File: src/design/mlpsig_pkg.sv
// Shared types, constants and the sigmoid table of the perceptron inference block.
package mlpsig_pkg;

    // Default sizing of the network stores.
    localparam int DEF_MAX_LAYERS  = 4;
    localparam int DEF_MAX_INPUTS  = 1024;
    localparam int DEF_MAX_NEURONS = 64;

    // Sigmoid table points and command queue depth.
    localparam int SIG_ENTRIES = 256;
    localparam int SIG_IDX_W   = $clog2(SIG_ENTRIES + 1);
    localparam int QUEUE_DEPTH = 4;

    // Widest activation index that a command carries (up to 4096 inputs).
    localparam int IDX_W = 12;

    // Request kinds on the input stream, also used as command kinds.
    typedef enum logic [1:0] {
        REQ_WEIGHT = 2'd0,
        REQ_BIAS   = 2'd1,
        REQ_PIXEL  = 2'd2
    } req_e;

    // Configuration register indexes.
    typedef enum logic [2:0] {
        CFG_LAYER_COUNT = 3'd0,
        CFG_INPUT_SIZE  = 3'd1,
        CFG_LAYER_ONE   = 3'd2,
        CFG_LAYER_TWO   = 3'd3,
        CFG_LAYER_THREE = 3'd4
    } cfg_reg_e;

    // Command passed from the front end to the back end.
    typedef struct packed {
        req_e              kind;
        logic [1:0]        layer;
        logic [5:0]        neuron;
        logic [IDX_W-1:0]  index;
        logic [15:0]       value;
        logic              last;
    } cmd_t;

    // Clamped configuration seen by both ends.
    typedef struct packed {
        logic [2:0]  layer_count;
        logic [12:0] input_count;
        logic [6:0]  size_one;
        logic [6:0]  size_two;
        logic [6:0]  size_three;
    } cfg_t;

    typedef logic [15:0] sig_tab_t [0:SIG_ENTRIES];

    // Builds the sigmoid points at elaboration. e^-|v| is a product of
    // per-bit factors in Q31; the quotient is formed by long division.
    function automatic sig_tab_t build_sig_table();
        sig_tab_t    t;
        logic [63:0] fac [16];
        logic [63:0] e;
        logic [63:0] den;
        logic [63:0] num;
        logic [63:0] rem;
        logic [63:0] q;
        int          v;
        int          a;
        fac[0] = 64'd2146959424;
        for (int b = 1; b < 16; b++) begin
            fac[b] = (fac[b-1] * fac[b-1] + (64'd1 << 30)) >> 31;
        end
        for (int i = 0; i <= SIG_ENTRIES; i++) begin
            v = (i * 65536) / SIG_ENTRIES - 32768;
            a = (v < 0) ? -v : v;
            e = 64'd1 << 31;
            for (int b = 0; b < 16; b++) begin
                if (((a >> b) & 1) != 0) begin
                    e = (e * fac[b] + (64'd1 << 30)) >> 31;
                end
            end
            den = (64'd1 << 31) + e;
            num = (v >= 0) ? (64'd65535 << 31) : (64'd65535 * e);
            num = num + (den >> 1);
            rem = '0;
            q   = '0;
            for (int k = 63; k >= 0; k--) begin
                rem = {rem[62:0], num[k]};
                if (rem >= den) begin
                    rem  = rem - den;
                    q[k] = 1'b1;
                end
            end
            t[i] = q[15:0];
        end
        return t;
    endfunction

    localparam sig_tab_t SIG_TABLE = build_sig_table();

endpackage

File: src/design/mlpsig_fifo.sv
// Short command queue between the front end and the back end.
module mlpsig_fifo
    import mlpsig_pkg::*;
#(
    parameter int DEPTH = QUEUE_DEPTH
) (
    input  logic aclk,
    input  logic aresetn,
    input  logic push,
    input  cmd_t push_cmd,
    output logic full,
    input  logic pop,
    output cmd_t pop_cmd,
    output logic empty
);

    localparam int PTR_W = (DEPTH > 1) ? $clog2(DEPTH) : 1;
    localparam int CNT_W = $clog2(DEPTH + 1);

    cmd_t             slots [DEPTH];
    logic [PTR_W-1:0] wr_ptr_reg;
    logic [PTR_W-1:0] rd_ptr_reg;
    logic [CNT_W-1:0] count_reg;

    // Pointer advance with wrap at the queue depth.
    function automatic logic [PTR_W-1:0] bump(input logic [PTR_W-1:0] p);
        return (p == PTR_W'(DEPTH - 1)) ? '0 : p + PTR_W'(1);
    endfunction

    assign full    = (count_reg == CNT_W'(DEPTH));
    assign empty   = (count_reg == '0);
    assign pop_cmd = slots[rd_ptr_reg];

    // Slot storage.
    always_ff @(posedge aclk) begin
        if (push) begin
            slots[wr_ptr_reg] <= push_cmd;
        end
    end

    // Pointers and fill count.
    always_ff @(posedge aclk) begin
        if (!aresetn) begin
            wr_ptr_reg <= '0;
            rd_ptr_reg <= '0;
            count_reg  <= '0;
        end else begin
            if (push) begin
                wr_ptr_reg <= bump(wr_ptr_reg);
            end
            if (pop) begin
                rd_ptr_reg <= bump(rd_ptr_reg);
            end
            if (push && !pop) begin
                count_reg <= count_reg + CNT_W'(1);
            end else if (pop && !push) begin
                count_reg <= count_reg - CNT_W'(1);
            end
        end
    end

endmodule

File: config.mk
export PLATFORM = sky130hd
export DESIGN_NAME = mlpsig_fifo
export DESIGN_NICKNAME = d
export VERILOG_FILES = /design/src/design/mlpsig_pkg.sv /design/src/design/mlpsig_fifo.sv
export SDC_FILE = /design/constraint.sdc
export NUM_CORES = 1
export LEC_CHECK = 0
export BUFFER_PORTS_ARGS = -buffer_cell sky130_fd_sc_hd__buf_2
export CORE_MARGIN = 4
export CORE_UTILIZATION = 56
export CTS_CLUSTER_DIAMETER = 50
export DETAILED_ROUTE_END_ITERATION = 8
export PLACE_DENSITY = 0.78
export SLEW_MARGIN = 10
export SYNTH_ARGS = -nofsm -noshare
export SYNTH_HDL_FRONTEND = slang
export SYNTH_SLANG_ARGS = --single-unit
File: constraint.sdc
create_clock -name aclk -period 2.1 [get_ports aclk]
set_input_delay 0.21 -clock aclk [delete_from_list [all_inputs] [get_ports aclk]]
set_output_delay 0.21 -clock aclk [all_outputs]
set_load 0.005 [all_outputs]
==> results by group, run 1 <==
Status
  • Status: complete, no violations

Layout
  • Leading cell type in the layout, fill and taps excluded: edfxtp_1
  • Post-route cell area: 7670 um^2
  • Finished Layout Cells: 540
  • Commonest cells after routing, fill and taps aside: edfxtp_1, buf_2, dlygate4sd3_1
  • Final nets: 441
  • P&R area growth vs syn: 26.3%
  • Finished Core Util: 0.733
  • Max reg flops: 156
  • Share of post-route cells with drive strength above 1: 0.418
  • Antenna cells: 0

CTS
  • CTS Root Cell: clkbuf_8
  • CTS tree: built
  • CTS Buf Count: 17
  • Clock tree sinks: 165
  • CTS clk-pin slew, worst paths: 70 ps
  • H-tree lvl count: 4
  • Maximum root-to-sink buffer count: 2
  • Clk_lat worst skew: 520 ps

Worst hold path
  • Worst Hold Class: input pin to register
  • Hold Path Stages: 3
  • Min-delay src: pop

GRT
  • Grt ovf: 0
  • Total GRT Usage: 0.183
  • Antenna violations before repair: 0
  • Vias in the first global route: 3276
  • First-pass GRT wire length: 17300 um
  • Largest net degree at the start of global routing: 40

Routing
  • First-pass DRT Iterations: 4
  • DRT Wirelength: 10700 um
  • Vias: 2950
  • 1st-iter DRT viols: 189
  • Via-to-Cell Ratio: 5.46
  • WL/cell: 19.8 um
  • Post-route DRC: 0
  • DRT antenna net count: 0

Logic synthesis
  • Flops & latches, synth: 165
  • Cells after Synth: 247
  • Net Count, Synth: 297
  • Ys Warns: 0
  • Sequential share of the synthesized area: 0.801
  • Synth area leader: edfxtp_1
  • Unique masters post-synth: 22
  • Yosys top cell area share: 0.771
  • Mapped Area: 6080 um^2
  • Synthesized area per cell: 24.6 um^2
  • Area contributors post-synth: edfxtp_1, mux4_2, dfxtp_1

STA
  • Slew margin rel.: 0.757
  • Clk_skew: 11.1 ps
  • Pins Over Slew Limit: 0
  • Final Cycle Share: 0.962
  • RSZ-0062 raised after global routing: true
  • Fmax: 0.495 GHz
  • Final min period: 2020 ps
  • Final setup viols: 0
  • Hold Fails Final Rpt: 0
  • Worst-Margin Slew: 364 ps
  • Setup_tns: 0 ps

Floorplanning
  • # rows: 37
  • Die Wd: 112 um
  • Core ar.: 10500 um^2
  • Starting Density: 0.581
  • Vert. Die Dim: 112 um
  • Die area: 12600 um^2
  • Top Ports: 84

Placement
  • HPWL Detailed: 6090 um
  • Post-Place Cells: 468
  • IO Port Bufs: 83
  • GPL Wtd Cong: 0.643
  • Dpl cell area: 6730 um^2

Power and ir drop
  • Worst vdd ir: 0.648 mV
  • Static leakage: 2.67 nW
  • Power, Total: 0.00723 W
  • PD cells: 943 nW/um^2

Worst setup path
  • R2R cell count: 4
  • R2R Setup Slk: 570 ps
  • Critical Path End Type: primary output
  • Reg2Reg Launch Point: count_reg[0]
  • Worst EP required: 1890 ps
  • Crit Path Category: register to primary output
  • CP Data Arrival Time: 1810 ps
  • Critical R2R Capture: count_reg[2]
  • Crit path max fanout: 23
  • CP startpoint kind: register

Run
  • Max Cap Viol: 0
## cell usage after synthesis (all sizes together)
master,instances
edfxtp,156
mux4,39
dfxtp,9
buf,6
ha,6
and2,5
nor2b,5
inv,4
mux2i,4
clkbuf,2
nor3,2
a21boi,1
fa,1
nor2,1
nor3b,1
o21a,1
o21ai,1
or3,1
xnor2,1
xor2,1
## routing by layer
layer / track usage / up-vias / routed length, um
met5: 0 / - / 0
met1: 0.233 / 1514 / 4400
met3: 0.0404 / 11 / 481
met4: 0.0681 / 0 / 130
met2: 0.313 / 93 / 5690
li1: - / 1332 / -
## critical path, stage by stage (launching register included)
cell,delay (ps)
dfxtp_4,370
buf_12,220
mux4_2,560
buf_2,150
## logic make-up after synthesis
| group | share of synthesized area |
|---|---|
| flip-flops | 0.801 |
| multiplexers | 0.151 |
| AO/OA/AOI/OAI | 0.00330 |
| AND/OR/NAND/NOR | 0.0148 |
| adder cells (fa/ha/maj) | 0.0157 |
| buffers and inverters | 0.0115 |
| XOR/XNOR | 0.00288 |
## where the power goes
part / total [W] / internal, W / leakage (nW) / switching, W
clock: 0.00276 / 0.00148 / 0.252 / 0.00129
combinational: 0.000655 / 0.000353 / 0.911 / 0.000302
sequential: 0.00381 / 0.00376 / 1.51 / 0.0000497
total: 0.00723 / 0.00559 / 2.67 / 0.00164
## metrics by stage
| stage | hold WS (ps) | setup WS [ps] |
|---|---|---|
| final | 35.0 | 79.3 |
| after global placement | 420 | 443 |
| after floorplan | 309 | 203 |
| after CTS | 16.3 | 8.92 |
| after global routing | 78.6 | -12.7 |
| after detailed placement | 427 | 335 |
## layout make-up
| type | instances | area [um^2] |
|---|---|---|
| Tap cell | 136 | 170 |
| Clock buffer | 17 | 414 |
| Inverter | 4 | 15.0 |
| Sequential cell | 165 | 4870 |
| Fill cell | 638 | 2790 |
| Multi-Input combinational cell | 70 | 1150 |
| Clock inverter | 15 | 120 |
| Timing Repair Buffer | 133 | 936 |
## worst max-delay path by stage
| stage | start | endpoint | slack, ps | cells past startpoint |
|---|---|---|---|---|
| CTS | register | pop_cmd[35] | 9 | 3 |
| floorplan | wr_ptr_reg[0] | slots[3][0] | 200 | 2 |
| global route | register | pop_cmd[30] | -10 | 3 |
| detailed placement | pop | count_reg[2] | 340 | 8 |
| finish | register | pop_cmd[30] | 80 | 3 |
| global placement | pop | count_reg[2] | 440 | 8 |
## what timing repair did
item                                    in CTS  in global routing
pin swaps                                    0                  0
resized for setup                            1                  1
hold endpoints to repair                   163                  0
hold buffers                                40                  0
buffers inserted                             0                  0
endpoints found under the setup margin      16                 16
(Power assumes the default switching activity.)
==> run 2, diff against run 1 <==
Settings changed: REMOVE_ABC_BUFFERS set to 1, SLEW_MARGIN 10 to 20.
==> results by group, run 2 (same netlist as run 1, synthesis figures left out) <==
Placement
  • HPWL Detailed: 6360 um
  • IO Port Bufs: 83
  • GPL Wtd Cong: 0.680

Routing
  • WL/cell: 19.5 um
  • 1st-iter DRT viols: 196
  • DRT antenna net count: 0
  • DRT Wirelength: 10600 um
  • Post-route DRC: 0
  • Via-to-Cell Ratio: 5.43
  • Vias: 2954
  • First-pass DRT Iterations: 4

GRT
  • Grt ovf: 0
  • Vias in the first global route: 3173
  • Largest net degree at the start of global routing: 40
  • Antenna violations before repair: 0
  • First-pass GRT wire length: 17000 um
  • Total GRT Usage: 0.182

Layout
  • Share of post-route cells with drive strength above 1: 0.417
  • Final nets: 445
  • Antenna cells: 0
  • Leading cell type in the layout, fill and taps excluded: edfxtp_1
  • P&R area growth vs syn: 27.0%
  • Max reg flops: 156
  • Finished Core Util: 0.737
  • Commonest cells after routing, fill and taps aside: edfxtp_1, buf_2, dlygate4sd3_1

Power and ir drop
  • Worst vdd ir: 0.522 mV
  • Share of total power in the clock network: 0.379
  • Static leakage: 2.71 nW
  • Internal power contribution: 0.00571 W
  • Combinational share of power: 0.091
  • PD cells: 936 nW/um^2
  • Power, Total: 0.00722 W
  • Switch share: 0.209
  • Flop pwr share: 0.530
  • Switch Pwr: 0.00151 W

Worst setup path
  • Crit path max fanout: 17
  • Worst path slowest cell: mux4_2
  • Crit path cell chain: buf_12 > mux4_2 > buf_2
  • Critical Path End Type: primary output
  • Crit Path Category: register to primary output
  • CP startpoint kind: register
  • Slowest stage delay, CP: 540 ps
  • Bufs and invs on worst path: 2
  • Worst EP required: 1890 ps
  • Crit path max-delay family: multiplexers
  • Reg2Reg Launch Point: count_reg[0]
  • CP Data Arrival Time: 1810 ps

STA
  • Final min period: 2020 ps
  • Worst hold slack: 50.7 ps
  • Worst-Margin Slew: 371 ps
  • Hold Fails Final Rpt: 0
  • Final Cycle Share: 0.964
  • Slew margin rel.: 0.753
  • RSZ-0062 raised after global routing: true
  • Clk_skew: 6.96 ps
  • Pins Over Slew Limit: 0
  • Final setup viols: 0
  • Fmax: 0.494 GHz

Floorplanning
  • Top Ports: 84
  • Die area: 12600 um^2
  • # rows: 37
  • Die Wd: 112 um
  • Vert. Die Dim: 112 um
  • Core ar.: 10500 um^2
  • Starting Density: 0.581

CTS
  • H-tree lvl count: 4
  • Clock tree sinks: 165
  • CTS Buf Count: 17
  • CTS Root Cell: clkbuf_8
  • CTS tree: built
  • Maximum root-to-sink buffer count: 2
  • CTS clk-pin slew, worst paths: 60 ps
  • Clk_lat worst skew: 520 ps

Worst hold path
  • Min-delay src: pop
  • Worst Hold Class: input pin to register

Status
  • Status: complete, no violations

Run
  • Max Cap Viol: 0
-- run 2: final cells by class --
cell class / count / area [um^2]
fillers: 636 / 2750
multi-input cells: 70 / 1150
clock buffers: 23 / 479
flip-flops and latches: 165 / 4870
clock inverters: 9 / 48.8
inverters: 4 / 15.0
well taps: 136 / 170
repair buffers: 137 / 983
-- run 2: stage by stage --
stage | setup slack, ps | instances | TNS, ps | area [um^2]
after floorplan | -495 | 239 | -19320 | 6020
after global placement | 452 | 469 | 0 | 6760
after detailed placement | 402 | 469 | 0 | 6760
after CTS | 15.1 | 544 | 0 | 7710
after global routing | -8.38 | 544 | -12.5 | 7710
final | 75.5 | 544 | 0 | 7710
-- run 2: timing repair --
action / CTS / global route
endpoints found under the setup margin: 30 / 6
endpoints found under the hold margin: 165 / 0
gates resized for setup: 0 / 1
buffers inserted: 3 / 0
hold buffers: 40 / 0
-- run 2: path summary, 6_finish.rpt --
check | end | slack [ps] | cells after the start
max | pop_cmd[9] | 80 | 3
min | rd_ptr_reg[1] | 50 | 3
max reg2reg | count_reg[2] | 590 | 4
min reg2reg | count_reg[2] | 540 | 2
-- run 2: power groups by stage --
stage / combinational [W] / sequential [W] / clock, W
after floorplan: 0.000288 / 0.00391 / 0
after global placement: 0.000580 / 0.00389 / 0
after detailed placement: 0.000597 / 0.00390 / 0
after CTS: 0.000673 / 0.00382 / 0.00278
after global routing: 0.000721 / 0.00383 / 0.00296
final: 0.000659 / 0.00382 / 0.00273
-- run 2: per-layer routing --
| metal | GRT usage | wire [um] | share of wire | up-vias |
|---|---|---|---|---|
| met3 | 0.0636 | 691 | 0.065 | 13 |
| met4 | 0.0577 | 152 | 0.014 | 0 |
| met2 | 0.292 | 5270 | 0.50 | 102 |
| met5 | 0 | 0 | 0 | - |
| li1 | - | - | - | 1336 |
| met1 | 0.237 | 4500 | 0.42 | 1503 |
-- run 2: worst reg2reg max path: cells and delay by family, from the launching register on --
family	cells	cell delay, ps
flip-flops	1	360
adder cells (fa/ha/maj)	1	440
AO/OA/AOI/OAI	1	170
AND/OR/NAND/NOR	1	300
XOR/XNOR	1	160
