**config.mk**
```make
export PLATFORM = sky130hd
export DESIGN_NAME = mlpsig_front
export DESIGN_NICKNAME = d
export VERILOG_FILES = /design/src/design/mlpsig_pkg.sv /design/src/design/mlpsig_front.sv
export SDC_FILE = /design/constraint.sdc
export NUM_CORES = 1
export LEC_CHECK = 0
export ABC_CLOCK_PERIOD_IN_PS = 6390
export BUFFER_PORTS_ARGS = -buffer_cell sky130_fd_sc_hd__buf_2
export CORE_AREA = 2 2 86 88
export CTS_CLUSTER_DIAMETER = 100
export CTS_CLUSTER_SIZE = 25
export DETAILED_ROUTE_END_ITERATION = 6
export DIE_AREA = 0 0 88 90
export PLACE_DENSITY = 0.61
export SLEW_MARGIN = 10
export SYNTH_ARGS = -nofsm -noshare
export SYNTH_HDL_FRONTEND = slang
export SYNTH_SLANG_ARGS = --single-unit
```
**constraint.sdc**
```tcl
create_clock -name aclk -period 6.39 [get_ports aclk]
set_input_delay 0.3195 -clock aclk [delete_from_list [all_inputs] [get_ports aclk]]
set_output_delay 0.3195 -clock aclk [all_outputs]
set_load 0.05 [all_outputs]
```
**src/design/mlpsig_pkg.sv**
```systemverilog
// Shared types, constants and the sigmoid table of the perceptron inference block.
package mlpsig_pkg;

    // Default sizing of the network stores.
    localparam int DEF_MAX_LAYERS  = 4;
    localparam int DEF_MAX_INPUTS  = 1024;
    localparam int DEF_MAX_NEURONS = 64;

    // Sigmoid table points and command queue depth.
    localparam int SIG_ENTRIES = 256;
    localparam int SIG_IDX_W   = $clog2(SIG_ENTRIES + 1);
    localparam int QUEUE_DEPTH = 4;

    // Widest activation index that a command carries (up to 4096 inputs).
    localparam int IDX_W = 12;

    // Request kinds on the input stream, also used as command kinds.
    typedef enum logic [1:0] {
        REQ_WEIGHT = 2'd0,
        REQ_BIAS   = 2'd1,
        REQ_PIXEL  = 2'd2
    } req_e;

    // Configuration register indexes.
    typedef enum logic [2:0] {
        CFG_LAYER_COUNT = 3'd0,
        CFG_INPUT_SIZE  = 3'd1,
        CFG_LAYER_ONE   = 3'd2,
        CFG_LAYER_TWO   = 3'd3,
        CFG_LAYER_THREE = 3'd4
    } cfg_reg_e;

    // Command passed from the front end to the back end.
    typedef struct packed {
        req_e              kind;
        logic [1:0]        layer;
        logic [5:0]        neuron;
        logic [IDX_W-1:0]  index;
        logic [15:0]       value;
        logic              last;
    } cmd_t;

    // Clamped configuration seen by both ends.
    typedef struct packed {
        logic [2:0]  layer_count;
        logic [12:0] input_count;
        logic [6:0]  size_one;
        logic [6:0]  size_two;
        logic [6:0]  size_three;
    } cfg_t;

    typedef logic [15:0] sig_tab_t [0:SIG_ENTRIES];

    // Builds the sigmoid points at elaboration. e^-|v| is a product of
    // per-bit factors in Q31; the quotient is formed by long division.
    function automatic sig_tab_t build_sig_table();
        sig_tab_t    t;
        logic [63:0] fac [16];
        logic [63:0] e;
        logic [63:0] den;
        logic [63:0] num;
        logic [63:0] rem;
        logic [63:0] q;
        int          v;
        int          a;
        fac[0] = 64'd2146959424;
        for (int b = 1; b < 16; b++) begin
            fac[b] = (fac[b-1] * fac[b-1] + (64'd1 << 30)) >> 31;
        end
        for (int i = 0; i <= SIG_ENTRIES; i++) begin
            v = (i * 65536) / SIG_ENTRIES - 32768;
            a = (v < 0) ? -v : v;
            e = 64'd1 << 31;
            for (int b = 0; b < 16; b++) begin
                if (((a >> b) & 1) != 0) begin
                    e = (e * fac[b] + (64'd1 << 30)) >> 31;
                end
            end
            den = (64'd1 << 31) + e;
            num = (v >= 0) ? (64'd65535 << 31) : (64'd65535 * e);
            num = num + (den >> 1);
            rem = '0;
            q   = '0;
            for (int k = 63; k >= 0; k--) begin
                rem = {rem[62:0], num[k]};
                if (rem >= den) begin
                    rem  = rem - den;
                    q[k] = 1'b1;
                end
            end
            t[i] = q[15:0];
        end
        return t;
    endfunction

    localparam sig_tab_t SIG_TABLE = build_sig_table();

endpackage

```
**src/design/mlpsig_front.sv**
```systemverilog
// Front end: accepts requests, filters them and tracks the pixel position.
module mlpsig_front
    import mlpsig_pkg::*;
#(
    parameter int MAX_LAYERS  = DEF_MAX_LAYERS,
    parameter int MAX_INPUTS  = DEF_MAX_INPUTS,
    parameter int MAX_NEURONS = DEF_MAX_NEURONS
) (
    input  logic        aclk,
    input  logic        aresetn,
    input  cfg_t        cfg,
    input  logic        s_tvalid,
    output logic        s_tready,
    input  logic [47:0] s_tdata,
    input  logic [1:0]  s_tuser,
    input  logic        s_tlast,
    output logic        push,
    output cmd_t        push_cmd,
    input  logic        full
);

    localparam int CALC_LAYERS = MAX_LAYERS - 1;
    localparam int ROW_LEN     = (MAX_INPUTS > MAX_NEURONS) ? MAX_INPUTS : MAX_NEURONS;
    localparam int PW          = $clog2(MAX_INPUTS) + 1;

    logic [1:0]    layer_index;
    logic [5:0]    neuron_index;
    logic [9:0]    input_index;
    logic [15:0]   param_value;
    logic [7:0]    pixel;
    logic          accept;
    logic [PW-1:0] pos_reg;
    logic [PW-1:0] pos_next;
    logic [PW-1:0] pos_now;
    logic [PW-1:0] pos_inc;
    logic [12:0]   nin;

    assign layer_index  = s_tdata[1:0];
    assign neuron_index = s_tdata[7:2];
    assign input_index  = s_tdata[17:8];
    assign param_value  = s_tdata[33:18];
    assign pixel        = s_tdata[41:34];

    assign s_tready = !full;
    assign accept   = s_tvalid && !full;
    assign nin      = cfg.input_count;

    // Pixel position wraps once a sample is full.
    assign pos_now = (13'(pos_reg) >= nin) ? '0 : pos_reg;
    assign pos_inc = pos_now + PW'(1);

    // Classify the request and build the command for the back end.
    always_comb begin
        push           = 1'b0;
        pos_next       = pos_reg;
        push_cmd.kind  = REQ_PIXEL;
        push_cmd.layer = layer_index;
        push_cmd.neuron = neuron_index;
        push_cmd.index = IDX_W'(input_index);
        push_cmd.value = param_value;
        push_cmd.last  = 1'b0;
        case (s_tuser)
            REQ_WEIGHT: begin
                push_cmd.kind = REQ_WEIGHT;
                push = accept && (layer_index < CALC_LAYERS)
                    && (neuron_index < MAX_NEURONS) && (input_index < ROW_LEN);
            end
            REQ_BIAS: begin
                push_cmd.kind = REQ_BIAS;
                push = accept && (layer_index < CALC_LAYERS)
                    && (neuron_index < MAX_NEURONS);
            end
            REQ_PIXEL: begin
                push_cmd.kind  = REQ_PIXEL;
                push_cmd.index = IDX_W'(pos_now);
                push_cmd.value = {pixel, pixel};
                push_cmd.last  = s_tlast;
                push           = accept;
                if (accept) begin
                    if (s_tlast || (13'(pos_inc) >= nin)) begin
                        pos_next = '0;
                    end else begin
                        pos_next = pos_inc;
                    end
                end
            end
            default: begin
                push = 1'b0;
            end
        endcase
    end

    // Pixel position register.
    always_ff @(posedge aclk) begin
        if (!aresetn) begin
            pos_reg <= '0;
        end else begin
            pos_reg <= pos_next;
        end
    end

endmodule

```
==> results of run 1 <==
-- final timing paths --
path / from / to / cells past startpoint / slack [ns]
setup / recovery: pos_reg[6] / pos_reg[6] / 19 / 1.58
hold / removal: aresetn / pos_reg[5] / 2 / 0.41
setup reg to reg: pos_reg[6] / pos_reg[6] / 19 / 1.58
hold reg to reg: pos_reg[0] / pos_reg[0] / 2 / 0.49
-- stage by stage --
step	setup WS, ns	std cells	utilization, %	instance area (sq um)
2_1_floorplan	1.897	256	-	1695
3_3_place_gp	1.616	426	30.81	2163
3_5_place_dp	1.559	426	30.81	2163
4_1_cts	1.556	430	31.46	2208
5_1_grt	1.116	430	31.46	2208
6_report	1.583	430	31.46	2208
-- cells by family after synthesis --
| family | after synthesis | share of synthesized area (%) |
|---|---|---|
| AOI/OAI and AO/OA | 63 | 27.08 |
| xor gates and xnor gates | 1 | 0.5167 |
| other | 1 | 0.2212 |
| buffers and inverters | 37 | 10.63 |
| and+or+nand+nor | 120 | 31.59 |
| adders and majority gates | 23 | 16.97 |
| DFF | 11 | 12.99 |
-- metal layers --
metal / share of wire, % / global-route usage [%] / up-vias
met5: 0 / 0 / -
li1: - / - / 1023
met3: 3.4 / 2.204 / 9
met1: 44 / 16.92 / 855
met4: 1.3 / 3.462 / 0
met2: 52 / 23.93 / 34
-- synth_stat cells, drive strengths merged --
| library cell | instances |
|---|---|
| a211oi | 3 |
| a211o | 7 |
| buf | 11 |
| nor2b | 3 |
| ha | 23 |
| nand4 | 3 |
| nand4bb | 1 |
| o31a | 1 |
| o221ai | 1 |
| a31oi | 1 |
| or3 | 2 |
| o21ai | 15 |
| nand2 | 79 |
| nor3 | 4 |
| o211a | 1 |
| a21oi | 15 |
| dfxtp | 11 |
| a21o | 1 |
| xnor2 | 1 |
| o21a | 2 |
| conb | 1 |
| inv | 17 |
| nand2b | 6 |
| o31ai | 3 |
| nor4 | 2 |
| nand3 | 8 |
| o211ai | 1 |
| and2 | 3 |
| or2 | 4 |
| and3 | 1 |
| a2111oi | 2 |
| a21boi | 10 |
| nor2 | 4 |
| clkbuf | 9 |
-- worst reg2reg max path, cell delays in order, from the launching register on --
cell	delay [ns]
dfxtp_1	0.45
ha_1	0.29
a211oi_1	0.21
o21ai_0	0.11
o221ai_1	0.22
nand2_1	0.21
nor2_1	0.19
ha_1	0.26
nand3_1	0.17
nor3_1	0.35
nand3_1	0.14
or2_2	0.30
a21oi_1	0.17
ha_1	0.26
nand4bb_1	0.15
a21oi_1	0.09
a2111oi_4	0.41
nand2_2	0.24
a211o_2	0.35
a21boi_0	0.16
-- area by class of cell --
cell class | count | area, sq um
fill | 763 | 4812
clock buffer | 4 | 45.04
inverter | 17 | 63.81
sequential | 11 | 220.2
tap | 99 | 123.9
multi-input combinational | 208 | 1295
timing repair buffer | 91 | 460.4
-- power by group --
part	switching [W]	internal, W
sequential	0.0000000990	0.0000688
combinational	0.0000858	0.0000342
clock	0.0000274	0.0000439
total	0.000113	0.000147
==> flow_summary.toml, run 1 <==
[clock_tree]
clock_tree.root_cell = "clkbuf_8"
postCtsHoldBufs = 0
tritoncts_num_sinks = 11
cts.htree.levels = 1
path_clk_slew_ns = 0.05
cts_repair_resize_count = 0
tritoncts = "done"
clk-insertion-delay-late_ns = 0.24
cts_setup_buffers = 0
tritoncts.num_buffers = 3
cts.path.max_buffers = 2

[route]
avgViaCountPerCell = 4.467
postRouteWirelength_microns = 5186
initialDrtViolationCount = 141
drt-wirelength-per-cell_microns = 12.06
dr_total_vias = 1921
drcViolationCount = 0
first_drt_pass_iteration_count = 4
antenna_viol_nets_final = 0

[critical_path]
data_arrival_at_the_endpoint_of_the_critical_path_ns = 4.97
critical-path-slowest-cell = "dfxtp_1"
worstSetupEndpointType = "flip-flop"
crit_path_cell_trace = "ha_1 -> a211oi_1 -> o21ai_0 -> o221ai_1 -> nand2_1 -> nor2_1 -> ha_1 -> nand3_1 -> nor3_1 -> nand3_1 -> or2_2 -> a21oi_1 -> ha_1 -> nand4bb_1 -> a21oi_1 -> a2111oi_4 -> nand2_2 -> a211o_2 -> a21boi_0"
cp_common_cell = "ha_1"
timing.critical_path.from_type = "flip-flop"
crit_path_max_fanout = 11
crit_path_max_incr_delay_ns = 0.45
worstPathBufferInverterCount = 0
worstPathRequired_ns = 6.56
timing.setup.critical_path_class = "flip-flop to flip-flop"
worst_path_dominant_cell_family = "simple AND/OR/NAND/NOR gates"

[power_and_ir_drop]
peakVddDrop_v = 0.00005034
powerDensity_mw_per_mm2 = 117.8
report.power.total_w = 0.0002602
cellLeakagePower_nw = 1.119

[synth]
synthesis.area_sq_mm = 0.001695
synth_largest_area_cell = "nand2_1"
post_synth_num_cell_types = 42
syn-instance-count = 256
post-synth-top-area-fraction_pct = 17.27
synth.avg_cell_area_sq_um = 6.623
synth_area_leaders = "nand2_1 17%, ha_1 17%, dfxtp_1 13%"
mappedNetlistNets = 371
ys_seq_area_share_pct = 12.99
yosys_register_bits = 11
synth-warning-count = 0

[global_routing]
grt_start_max_net_pins = 30
grt_antenna_before_repair = 0
first_pass_grt_wire_length_microns = 8776
grt_usage_pct = 13.61
first_global_vias = 1904
grt_remaining_overflow = 0

[cells_and_area]
antenna_cells_inserted = 0
mostFrequentLayoutCells = "89 x buf_2, 78 x nand2_1, 23 x ha_1"
final_net_count = 447
largest_register_ff_count = 11
drive_gt1_share_pct = 32.63
layout.cells.most_common = "buf_2"
areaGrowthSynthToFinish_pct = 30.26

[sta]
timing.fmax_ghz = 0.2080
final.setup_skew_ns = 0.0008802
final-max-slew-violation-count = 0
worst_hold_slack_ns = 0.4128
max_slew.worst_pin.slew_ns = 0.9613
timing.max_slew.rel_slack_pct = 35.91
rsz0062_at_grt = "false"
period_share_pct = 75.23
timing.final.setup_violations = 0
timing.setup.tns_ns = 0
final_period_minus_worst_setup_slack_ns = 4.807
final_hold_viol_count = 0

[place]
dp.final_hpwl_microns = 4298
numPortBuffers = 89
routabilityCongestion = 0.8051

[floorplan]
core_area_sq_mm = 0.007020
die_x_microns = 88
design.portCount = 133
placementRows = 31
die_area_sq_mm = 0.007920
floorplan.die.height_microns = 90
start_util_pct = 24.15

[run]
max_cap_violations = 0

[worst_hold_path]
hold_class = "input pin to flip-flop"

[run_status]
outcome = "completed"
Note: power is estimated with default switching activity, not from simulation.
==> inputs of run 2 (changes only) <==
Settings changed: ABC_CLOCK_PERIOD_IN_PS 6390 to 4500.
Clock period 6.39 ns to 4.5 ns, I/O delays scaled along.
==> run 2 against run 1 <==
Against the previous run:
- die area did not move
- combinational power increased by 46%
- flip-flop and latch count stayed put
- largest power group unchanged
- critical path type unchanged
- maximum frequency grew 13%
- highest routed layer unchanged
- wire length rose by 7.8%
- critical path depth up 2
==> flow_summary.toml, run 2 (synthesized netlist as in run 1, its figures left out) <==
[run_status]
outcome = "completed"

[sta]
timing.max_slew.rel_slack_pct = 33.87
final_hold_viol_count = 0
final.setup_skew_ns = 0.004274
timing.setup.tns_ns = 0
timing.final.setup_violations = 0
max_slew.worst_pin.slew_ns = 0.9920
rsz0062_at_grt = "false"
final_period_minus_worst_setup_slack_ns = 4.248
timing.fmax_ghz = 0.2354
period_share_pct = 94.40
final-max-slew-violation-count = 0

[route]
postRouteWirelength_microns = 5588
dr_total_vias = 2022
initialDrtViolationCount = 74
avgViaCountPerCell = 4.513
drcViolationCount = 0
antenna_viol_nets_final = 0
first_drt_pass_iteration_count = 4
drt-wirelength-per-cell_microns = 12.47

[floorplan]
die_area_sq_mm = 0.007920
core_area_sq_mm = 0.007020
floorplan.die.height_microns = 90
design.portCount = 133
start_util_pct = 24.15
die_x_microns = 88
placementRows = 31

[run]
max_cap_violations = 0

[cells_and_area]
fin_cells = 448
largest_register_ff_count = 11
areaGrowthSynthToFinish_pct = 42.29
antenna_cells_inserted = 0
mostFrequentLayoutCells = "89 x buf_2, 77 x nand2_1, 22 x ha_1"
final_net_count = 465
final_cell_area_sq_mm = 0.002412
num-fill-cells = 739
layout.cells.most_common = "buf_2"
drive_gt1_share_pct = 39.54

[place]
post_dp_cell_area_sq_mm = 0.002283
routabilityCongestion = 0.7864
numPlacedInstances = 442
dp.final_hpwl_microns = 4563
numPortBuffers = 89

[clock_tree]
cts.path.max_buffers = 2
tritoncts = "done"
postCtsHoldBufs = 0
tritoncts.num_buffers = 3
path_clk_slew_ns = 0.06
clock_tree.root_cell = "clkbuf_8"
cts.htree.levels = 1
clk-insertion-delay-late_ns = 0.25
tritoncts_num_sinks = 11

[global_routing]
first_global_vias = 1889
grt_usage_pct = 13.89
grt_remaining_overflow = 0
first_pass_grt_wire_length_microns = 8880
grt_antenna_before_repair = 0
grt_start_max_net_pins = 30

[power_and_ir_drop]
powerDensity_mw_per_mm2 = 156.5
clock_power_share_pct = 27.6
cellLeakagePower_nw = 1.221
peakVddDrop_v = 0.00007224
switching_share_pct = 44.36
report.power.total_w = 0.0003774
pwr-share-seq_pct = 25.9
net-switching-power_w = 0.0001674
comb_power_share_pct = 46.4
cellInternalPower_w = 0.0002100

[critical_path]
worstSetupEndpointType = "flip-flop"
crit_path_max_fanout = 4
timing.setup.critical_path_class = "flip-flop to flip-flop"
timing.critical_path.from_type = "flip-flop"
data_arrival_at_the_endpoint_of_the_critical_path_ns = 4.43
reg2reg_setup_slack_ns = 0.25
worstPathRequired_ns = 4.68

[worst_hold_path]
hold_class = "input pin to flip-flop"
[run 2: cell types whose count changed in the layout (fill, tap and decap cells not counted), sizes merged]
| cell | change |
|---|---|
| buf | +18 |
| clkbuf | -1 |
| clkinv | +1 |
[run 2: power by group through the flow]
stage	sequential [W]	clock [W]	combinational (W)
floorplan	0.0000998	0	0.000135
global placement	0.0000998	0	0.000173
detailed placement	0.0000999	0	0.000174
CTS	0.0000978	0.000106	0.000175
global route	0.0000977	0.000114	0.000187
finish	0.0000978	0.000104	0.000175
[run 2: what timing repair did]
item | in CTS | in global routing
gates resized for setup | 0 | 16
endpoints found under the setup margin | 0 | 10
buffers inserted | 0 | 2
[run 2: final timing paths]
check / from / to / cells past startpoint
hold / removal: aresetn / pos_reg[2] / 2
setup / recovery: pos_reg[0] / pos_reg[6] / 21
setup reg to reg: pos_reg[0] / pos_reg[6] / 21
hold reg to reg: pos_reg[0] / pos_reg[0] / 2
[run 2: through the flow]
stage	hold slack [ns]	setup WS, ns	utilization (%)
floorplan	0.3788	0.01121	-
global placement	0.4503	0.08210	32.53
detailed placement	0.4503	0.09840	32.53
CTS	0.3214	0.1075	33.18
global route	0.3238	0.01676	34.36
finish	0.3230	0.2520	34.36
[run 2: layer usage]
| layer | track usage, % | share of wire [%] | vias to the layer above |
|---|---|---|---|
| met5 | 0 | 0 | - |
| met4 | 1.923 | 0.45 | 0 |
| met3 | 3.306 | 3.5 | 4 |
| met2 | 24.81 | 53 | 32 |
| met1 | 16.97 | 43 | 927 |
| li1 | - | - | 1059 |
[run 2: area by class of cell]
cell class	instances	area, sq um	area share [%]
Clock buffer	3	41.29	1.712
Multi-Input combinational cell	208	1358	56.28
Timing Repair Buffer	109	599.3	24.84
Inverter	17	63.81	2.645
Clock inverter	1	5.005	0.2075
Sequential cell	11	221.5	9.180
Tap cell	99	123.9	5.135
[run 2: worst max-delay path: stages, from the launching register on]
cell       delay, ns
dfxtp_2         0.33
inv_1           0.07
ha_1            0.27
nor2b_1         0.15
o21ai_1         0.09
o221ai_2        0.23
nand2_2         0.12
nor2_2          0.12
ha_2            0.23
nand3_4         0.10
inv_1           0.06
nand3_1         0.09
or2_2           0.31
a21oi_2         0.15
ha_1            0.28
a2111oi_4       0.38
o21ai_2         0.12
a2111oi_4       0.39
nand2_2         0.10
buf_4           0.15
a211o_2         0.30
a21boi_1        0.13
